File: src/rtl/first_fit_wait_queue_unit_assert.svh
// assertion macros for the first-fit wait queue unit
// expects signals clk and rst in the scope of use
`ifndef FIRST_FIT_WAIT_QUEUE_UNIT_ASSERT_SVH
`define FIRST_FIT_WAIT_QUEUE_UNIT_ASSERT_SVH

// condition holds at every edge out of reset
`define FFWQ_ASSERT_ALWAYS(label, cond, msg) \
  label: assert property (@(posedge clk) disable iff (rst) (cond)) else $error(msg);

// consequent holds in the cycle after the antecedent
`define FFWQ_ASSERT_NEXT(label, ante, cons, msg) \
  label: assert property (@(posedge clk) disable iff (rst) (ante) |=> (cons)) else $error(msg);

`endif

File: src/rtl/ffwq_pkg.sv
// shared types and constants of the first-fit wait queue unit
// no dependencies
package ffwq_pkg;

  localparam int SIZE_BITS = 8;
  localparam int NAME_LOW_W = 64;
  localparam int NAME_HIGH_W = 8;
  localparam int DATA_W = 80;
  localparam int STATUS_W = 3;

  typedef enum logic [STATUS_W-1:0] {
    ST_ADDED     = 3'd0,
    ST_DUPLICATE = 3'd1,
    ST_FULL      = 3'd2,
    ST_SEATED    = 3'd3,
    ST_NO_FIT    = 3'd4
  } status_t;

  typedef struct packed {
    logic [NAME_HIGH_W-1:0] name_high;
    logic [NAME_LOW_W-1:0]  name_low;
    logic [SIZE_BITS-1:0]   size;
  } entry_t;

  typedef struct packed {
    logic                   seat;
    logic [NAME_LOW_W-1:0]  name_low;
    logic [NAME_HIGH_W-1:0] name_high;
    logic [SIZE_BITS-1:0]   size;
  } req_t;

  typedef struct packed {
    status_t                status;
    logic [NAME_LOW_W-1:0]  name_low;
    logic [NAME_HIGH_W-1:0] name_high;
    logic [SIZE_BITS-1:0]   size;
  } res_t;

  // zero every byte after the first zero byte of the nine-byte name
  function automatic entry_t canon_entry(input logic [NAME_LOW_W-1:0] lo,
                                         input logic [NAME_HIGH_W-1:0] hi,
                                         input logic [SIZE_BITS-1:0] size);
    entry_t e;
    logic   ended;
    ended = 1'b0;
    for (int b = 0; b < 8; b++) begin
      if (lo[8*b +: 8] == 8'd0) ended = 1'b1;
      e.name_low[8*b +: 8] = ended ? 8'd0 : lo[8*b +: 8];
    end
    e.name_high = ended ? '0 : hi;
    e.size = size;
    return e;
  endfunction

endpackage

File: src/rtl/ffwq_mem.sv
// entry store of the first-fit wait queue: one write port, one registered read port
// no dependencies
module ffwq_mem #(
  parameter int DEPTH = 16,
  parameter int AW = 4,
  parameter int DW = 80
) (
  input  logic          clk,
  input  logic          we,
  input  logic [AW-1:0] waddr,
  input  logic [DW-1:0] wdata,
  input  logic [AW-1:0] raddr,
  output logic [DW-1:0] rdata
);

  logic [DW-1:0] mem [DEPTH];

  always_ff @(posedge clk) begin
    if (we) begin
      mem[waddr] <= wdata;
    end
    rdata <= mem[raddr];
  end

endmodule

File: src/rtl/ffwq_ctrl.sv
// request sequencer of the first-fit wait queue: scan, append and compaction
// depends on ffwq_pkg, ffwq_mem and first_fit_wait_queue_unit_assert.svh
`include "first_fit_wait_queue_unit_assert.svh"

module ffwq_ctrl #(
  parameter int QUEUE_DEPTH = 16
) (
  input  logic            clk,
  input  logic            rst,
  input  logic            in_valid,
  output logic            in_ready,
  input  ffwq_pkg::req_t  req,
  output logic            res_valid,
  input  logic            res_ready,
  output ffwq_pkg::res_t  res
);

  localparam int AW = $clog2(QUEUE_DEPTH);
  localparam int CW = $clog2(QUEUE_DEPTH + 1);
  localparam int EW = $bits(ffwq_pkg::entry_t);

  typedef enum logic [1:0] {IDLE, SCAN, SHIFT, DONE} state_t;

  state_t           state, state_next;
  logic [CW-1:0]    count, count_next;
  logic [CW-1:0]    rd_idx, rd_idx_next;
  logic [CW-1:0]    rd_pos, rd_pos_next;
  logic             rd_pend, rd_pend_next;
  logic             seat, seat_next;
  ffwq_pkg::entry_t key, key_next;
  ffwq_pkg::res_t   res_next;

  logic             mem_we;
  logic [AW-1:0]    mem_waddr;
  ffwq_pkg::entry_t mem_wdata;
  logic [AW-1:0]    mem_raddr;
  logic [EW-1:0]    mem_rdata;
  ffwq_pkg::entry_t rd_entry;
  ffwq_pkg::entry_t new_key;

  logic [CW-1:0]    count_m1;
  logic [CW-1:0]    pos_m1;
  logic [CW-1:0]    waddr_ext;
  logic             issue;
  logic             hit;

  ffwq_mem #(
    .DEPTH(QUEUE_DEPTH),
    .AW(AW),
    .DW(EW)
  ) u_mem (
    .clk(clk),
    .we(mem_we),
    .waddr(mem_waddr),
    .wdata(mem_wdata),
    .raddr(mem_raddr),
    .rdata(mem_rdata)
  );

  assign rd_entry = ffwq_pkg::entry_t'(mem_rdata);
  assign new_key = ffwq_pkg::canon_entry(req.name_low, req.name_high, req.size);
  assign count_m1 = count - CW'(1);
  assign pos_m1 = rd_pos - CW'(1);
  assign issue = rd_idx < count;
  assign hit = seat ? (rd_entry.size <= key.size)
                    : (rd_entry.name_low == key.name_low &&
                       rd_entry.name_high == key.name_high);
  assign mem_raddr = rd_idx[AW-1:0];
  assign in_ready = (state == IDLE);
  assign res_valid = (state == DONE);
  assign waddr_ext = CW'(mem_waddr);

  always_comb begin
    state_next = state;
    count_next = count;
    rd_idx_next = rd_idx;
    rd_pos_next = rd_pos;
    rd_pend_next = 1'b0;
    seat_next = seat;
    key_next = key;
    res_next = res;
    mem_we = 1'b0;
    mem_waddr = count[AW-1:0];
    mem_wdata = key;
    unique case (state)
      IDLE: begin
        if (in_valid) begin
          key_next = new_key;
          seat_next = req.seat;
          rd_idx_next = '0;
          res_next = '0;
          if (count == '0) begin
            if (req.seat) begin
              res_next.status = ffwq_pkg::ST_NO_FIT;
            end else begin
              mem_we = 1'b1;
              mem_wdata = new_key;
              count_next = CW'(1);
              res_next.status = ffwq_pkg::ST_ADDED;
            end
            state_next = DONE;
          end else begin
            state_next = SCAN;
          end
        end
      end
      SCAN: begin
        rd_pend_next = issue;
        rd_pos_next = rd_idx;
        if (issue) rd_idx_next = rd_idx + CW'(1);
        if (rd_pend) begin
          if (hit) begin
            if (seat) begin
              res_next.status = ffwq_pkg::ST_SEATED;
              res_next.name_low = rd_entry.name_low;
              res_next.name_high = rd_entry.name_high;
              res_next.size = rd_entry.size;
              rd_idx_next = rd_pos + CW'(1);
              rd_pend_next = 1'b0;
              state_next = SHIFT;
            end else begin
              res_next.status = ffwq_pkg::ST_DUPLICATE;
              state_next = DONE;
            end
          end else if (rd_pos == count_m1) begin
            if (seat) begin
              res_next.status = ffwq_pkg::ST_NO_FIT;
            end else if (count == CW'(QUEUE_DEPTH)) begin
              res_next.status = ffwq_pkg::ST_FULL;
            end else begin
              mem_we = 1'b1;
              count_next = count + CW'(1);
              res_next.status = ffwq_pkg::ST_ADDED;
            end
            state_next = DONE;
          end
        end
      end
      SHIFT: begin
        rd_pend_next = issue;
        rd_pos_next = rd_idx;
        if (issue) rd_idx_next = rd_idx + CW'(1);
        if (rd_pend) begin
          mem_we = 1'b1;
          mem_waddr = pos_m1[AW-1:0];
          mem_wdata = rd_entry;
        end
        if (!issue && !rd_pend) begin
          count_next = count_m1;
          state_next = DONE;
        end
      end
      DONE: begin
        if (res_ready) state_next = IDLE;
      end
      default: state_next = IDLE;
    endcase
  end

  always_ff @(posedge clk) begin
    if (rst) begin
      state <= IDLE;
      count <= '0;
      rd_pend <= 1'b0;
    end else begin
      state <= state_next;
      count <= count_next;
      rd_pend <= rd_pend_next;
    end
    rd_idx <= rd_idx_next;
    rd_pos <= rd_pos_next;
    seat <= seat_next;
    key <= key_next;
    res <= res_next;
  end

  `FFWQ_ASSERT_ALWAYS(a_count_bound, count <= CW'(QUEUE_DEPTH), "entry count above depth")
  `FFWQ_ASSERT_ALWAYS(a_write_in_range, !mem_we || waddr_ext <= count, "write beyond tail")
  `FFWQ_ASSERT_NEXT(a_count_step, 1'b1, count == $past(count) || count == $past(count) + CW'(1) || count + CW'(1) == $past(count), "count moved by more than one")
  `FFWQ_ASSERT_NEXT(a_shift_only_after_seat, state == SCAN && state_next == SHIFT, seat && res.status == ffwq_pkg::ST_SEATED, "compaction without seated entry")

endmodule

File: src/rtl/first_fit_wait_queue_unit.sv
// channel  dir  data fields (low bit up)                          side band
// s_*      in   name_low[63:0] name_high[71:64] size_value[79:72]  tuser: req_type
// m_*      out  out_name_low[63:0] out_name_high[71:64] out_size   tuser: status
// with count entries queued a request holds the sequencer while it scans them, and a seat
// that removes an entry then shifts each later one down; an empty store needs no scan; one
// entry is compared or moved per cycle through the registered read port of the store
// reset clears the entry count and the sequencer; stored entries are not cleared
// a finished result waits in the output register while the next request is taken
// top level of the first-fit wait queue; depends on ffwq_pkg and ffwq_ctrl
module first_fit_wait_queue_unit #(
  parameter int QUEUE_DEPTH = 16
) (
  input  logic                          clk,
  input  logic                          rst,
  input  logic                          s_tvalid,
  output logic                          s_tready,
  input  logic [ffwq_pkg::DATA_W-1:0]   s_tdata,   // name_low, name_high, size_value
  input  logic                          s_tuser,   // req_type
  output logic                          m_tvalid,
  input  logic                          m_tready,
  output logic [ffwq_pkg::DATA_W-1:0]   m_tdata,   // out_name_low, out_name_high, out_size
  output logic [ffwq_pkg::STATUS_W-1:0] m_tuser    // status
);

  ffwq_pkg::req_t req;
  ffwq_pkg::res_t res;
  logic           res_valid;
  logic           res_ready;

  assign req.seat = s_tuser;
  assign req.name_low = s_tdata[63:0];
  assign req.name_high = s_tdata[71:64];
  assign req.size = s_tdata[79:72];

  assign res_ready = !m_tvalid || m_tready;

  ffwq_ctrl #(
    .QUEUE_DEPTH(QUEUE_DEPTH)
  ) u_ctrl (
    .clk(clk),
    .rst(rst),
    .in_valid(s_tvalid),
    .in_ready(s_tready),
    .req(req),
    .res_valid(res_valid),
    .res_ready(res_ready),
    .res(res)
  );

  // output register
  always_ff @(posedge clk) begin
    if (rst) begin
      m_tvalid <= 1'b0;
    end else if (res_ready) begin
      m_tvalid <= res_valid;
    end
    if (res_ready && res_valid) begin
      m_tdata <= {res.size, res.name_high, res.name_low};
      m_tuser <= res.status;
    end
  end

endmodule

File: config.mk
export PLATFORM = sky130hd
export DESIGN_NAME = first_fit_wait_queue_unit
export DESIGN_NICKNAME = d
export VERILOG_FILES = /design/src/rtl/ffwq_pkg.sv /design/src/rtl/ffwq_mem.sv /design/src/rtl/ffwq_ctrl.sv /design/src/rtl/first_fit_wait_queue_unit.sv
export VERILOG_INCLUDE_DIRS = /design/src /design/src/rtl
export SDC_FILE = /design/constraint.sdc
export NUM_CORES = 1
export LEC_CHECK = 0
export BUFFER_PORTS_ARGS = -buffer_cell sky130_fd_sc_hd__buf_2
export CAP_MARGIN = 20
export CELL_PAD_IN_SITES_DETAIL_PLACEMENT = 0
export CELL_PAD_IN_SITES_GLOBAL_PLACEMENT = 2
export CORE_ASPECT_RATIO = 1.4
export CORE_MARGIN = 1.5
export CORE_UTILIZATION = 30
export CTS_BUF_LIST = sky130_fd_sc_hd__clkbuf_8
export CTS_CLUSTER_SIZE = 30
export DETAILED_ROUTE_END_ITERATION = 16
export MAX_ROUTING_LAYER = met4
export PLACE_DENSITY = 0.55
export SLEW_MARGIN = 20
export SYNTH_ARGS = -nofsm -noshare
export SYNTH_HDL_FRONTEND = slang
export SYNTH_SLANG_ARGS = --single-unit
export TNS_END_PERCENT = 5
File: constraint.sdc
create_clock -name clk -period 6.9 [get_ports clk]
set_input_delay 0.345 -clock clk [delete_from_list [all_inputs] [get_ports clk]]
set_output_delay 0.345 -clock clk [all_outputs]
set_load 0.005 [all_outputs]
==> summary.txt <==
outcome: complete, no violations
worst setup margin: 2.04 ns
r2r startpoint: u_ctrl.count[0]
fin crit share: 0.705
Root Driver: clkbuf_8
Post-CTS Resized: 0
Comb pwr share: 0.289
DRT iter0 DRCs: 2928
post-synth top area cell: edfxtp_1
synth-to-layout area growth: 16.7%
Clock Skew: 0.0826 ns
Hold Path Class: input port to flop
clk sinks: 1626
Avg WL per Cell: 29.3 um
R2R setup slack: 2.04 ns
Die ar.: 213000 um2
Cell variety after synth: 59
total wire length: 191 mm
Synth Warn #: 0
quantity of I/O buffers inserted on ports: 169
RSZ-0062 raised after global routing: no
sw frac: 0.332
power per cell area: 427 nW/um2
post-route cell area: 73600 um2
vias in the first global route: 33.8k
async set or reset register ratio after synthesis: 0
R2R depth: 12
# setup viols final: 0
Multi-input gate area: 14300 um2
dpl cells: 5936
Fin. Hold Viols: 0
core region area: 208000 um2
Final HPWL DP: 114 mm
crit start category: flop
Area contributors post-synth: edfxtp_1, mux4_2, dfxtp_1
Layout Nets: 3615
sequential area share after synthesis: 0.760
DRT antenna net count: 0
setup TNS: 0 ns
vias per cell: 4.93
first-pass GRT wire length: 266 mm
P_int: 21000 uW
ratio of cells with drive above 1 in the final layout: 0.284
All-Layer GR Usage: 0.184
Layout fillers: 19.7k
clock transition at the registers of the reported paths: 0.07 ns
min cycle time layout: 4.86 ns
Setup Buffers After CTS: 0
worst hold path cell count: 2
Post-synth EDFFs: 1537
drt pass-1 iters: 8
placed cell areas: 67600 um2
crit path max fanout: 41
GP Congestion: 0.793
HP Start: s_tdata[79]
Non-Filler Instances: 6513
Worst Path Arrival: 5.46 ns
Max VDD drop: 0.354 mV
DP Worst Slack: 1.98 ns
Overflow after GRT: 0
syn_area_per_cell: 20.7 um2
Top FF cell, synth: edfxtp_1
Via Count: 32.1k
max_cap viols: 0
Seq pwr share: 0.449
Initial Util: 0.303
RR Endpoint: u_ctrl.u_mem.mem[3][63]
Leakage: 0.0237 uW
slew margin rel.: 0.246
io pins: 170
clock share of power: 0.262
Psw: 10400 uW
Chip Width: 390 um
largest net degree at the start of global routing: 102
Crit path required time: 7.50 ns
WHS Endpoint: u_ctrl.key[7]
CP Capture Type: flop
CTS Hold Bufs: 88
Die H: 545 um
CTS tree: yes
residual DRC count: 0
initial antenna violation count: 15
Max Freq: 206 MHz
htree depth: 5
Slew @ Worst Pin: 1.13 ns
Synth top area share: 0.732
Mapped Area: 63100 um2
WHS: 0.116 ns
clk buf depth: 4
Net Count, Synth: 3159
Yosys reg bits: 1626
fin. max-slew vios: 0
synthesized instance count: 3052
kind of critical path: flop to flop
clk_lat worst skew: 1.03 ns
Reg area: 47900 um2
row count: 198
cts bufs inserted: 282
[worst max-delay path: stages (launching register included)]
cell	delay, ns
dfxtp_1	0.44
inv_2	0.21
ha_1	0.33
nor3b_2	0.45
xnor2_1	0.19
o2111ai_1	0.19
a21oi_2	0.24
o2111ai_1	0.19
o21ai_1	0.17
a31oi_1	0.35
nor2_4	0.20
buf_4	0.58
buf_4	0.87
[cell usage after synthesis (all sizes together), types with 4 or more instances]
cell type,instances
a21oi,65
mux2,15
nor3,8
edfxtp,1537
and2,139
o21ai,45
mux4,401
ha,22
a22oi,4
o221ai,4
a221oi,25
inv,86
o22ai,6
and3,8
dfxtp,89
nor2b,6
a222oi,31
nand2,119
xnor2,71
mux2i,17
or3,4
nor2,47
a31oi,6
nand3,32
a211oi,5
nor3b,4
nor4,20
xor2,16
a32oi,4
clkbuf,107
nand4,21
buf,58
nand2b,5
[cells by family (layout without fill, tap and decap cells)]
kind of cell | count (synthesis) | after routing | synth area share
XOR/XNOR | 87 | 87 | 0.0122
other | 0 | 11 | 0
flip-flops | 1626 | 1626 | 0.760
AO/OA/AOI/OAI | 214 | 214 | 0.0236
buffers and inverters | 251 | 901 | 0.0161
multiplexers | 433 | 433 | 0.149
AND/OR/NAND/NOR | 419 | 419 | 0.0348
adder cells (fa/ha/maj) | 22 | 22 | 0.00437
[how the worst max path moves through the flow]
stage / startpoint / endpoint
floorplan: u_ctrl.state[0] / u_ctrl.u_mem.mem[5][0]
global placement: u_ctrl.count[0] / u_ctrl.u_mem.mem[3][63]
detailed placement: u_ctrl.count[0] / u_ctrl.u_mem.mem[2][64]
CTS: u_ctrl.count[0] / u_ctrl.u_mem.mem[2][7]
global route: u_ctrl.count[0] / u_ctrl.u_mem.mem[14][0]
finish: u_ctrl.count[0] / u_ctrl.u_mem.mem[3][63]
[power groups by stage]
stage / Sequential (uW) / Clock (uW) / Combinational [uW]
global route: 14200 / 8880 / 9740
finish: 14100 / 8240 / 9080
detailed placement: 14300 / 0 / 9320
CTS: 14100 / 8520 / 9380
floorplan: 14000 / 0 / 5680
global placement: 14300 / 0 / 9310
[metrics by stage]
stage / utilization / power, uW
CTS: 0.353 / 32000
global route: 0.353 / 32800
global placement: 0.324 / 23600
detailed placement: 0.324 / 23600
finish: 0.353 / 31500
floorplan: - / 19600
[placed cells by master (no fill, tap or decap), types with 5 or more instances in the layout]
| cell | netlist | routed |
|---|---|---|
| and2_1 | 139 | 137 |
| nor3_1 | 7 | 7 |
| o21ai_0 | 42 | 34 |
| a31oi_1 | 6 | 6 |
| clkinvlp_4 | 0 | 5 |
| a21oi_1 | 63 | 62 |
| bufinv_16 | 0 | 7 |
| and3_1 | 8 | 8 |
| nor2_4 | 1 | 18 |
| buf_2 | 42 | 169 |
| a222oi_1 | 31 | 31 |
| buf_12 | 0 | 7 |
| nand2b_1 | 5 | 5 |
| nand2_1 | 119 | 118 |
| o22ai_1 | 6 | 6 |
| dlygate4sd3_1 | 0 | 88 |
| clkinv_2 | 0 | 22 |
| nand4_1 | 21 | 21 |
| o21ai_1 | 3 | 9 |
| nor2b_1 | 6 | 5 |
| nor2_1 | 46 | 29 |
| a221oi_1 | 25 | 25 |
| diode_2 | 0 | 11 |
| mux2i_1 | 17 | 17 |
| a211oi_1 | 5 | 5 |
| mux4_2 | 401 | 401 |
| mux2_2 | 14 | 14 |
| xor2_1 | 15 | 15 |
| xnor2_1 | 71 | 71 |
| buf_4 | 2 | 73 |
| clkinv_1 | 0 | 44 |
| clkbuf_8 | 0 | 306 |
| edfxtp_1 | 1537 | 1537 |
| dfxtp_1 | 89 | 88 |
| ha_1 | 22 | 20 |
| nand3_1 | 32 | 32 |
| nor4_1 | 20 | 19 |
| inv_1 | 84 | 173 |
[layout make-up]
cell class,count,share of cell area
clock buffers,306,0.0572
repair buffers,337,0.0328
clock inverters,172,0.0122
multi-input cells,1175,0.194
inverters,86,0.00442
diodes,11,0.000374
well taps,2800,0.0476
flip-flops and latches,1626,0.651
[metal layers]
layer | track usage | vias to the layer above | part of all wire
li1 | - | 13400 | -
met1 | 0.245 | 17400 | 0.44
met2 | 0.293 | 1060 | 0.49
met3 | 0.0328 | 221 | 0.054
met4 | 0.0405 | 0 | 0.016
met5 | - | - | 0
[sequential cells by signal, indices dropped and copies added, names as in the netlist]
register / count
u_ctrl.rd_idx: 5
m_tvalid: 1
u_ctrl.u_mem.rdata: 80
m_tdata: 80
m_tuser: 3
u_ctrl.u_mem.mem: 1280
u_ctrl.seat: 1
u_ctrl.rd_pos: 5
u_ctrl.rd_pend: 1
u_ctrl.res: 83
u_ctrl.count: 5
u_ctrl.state: 2
u_ctrl.key: 80
Power figures use the tool's default switching activity.
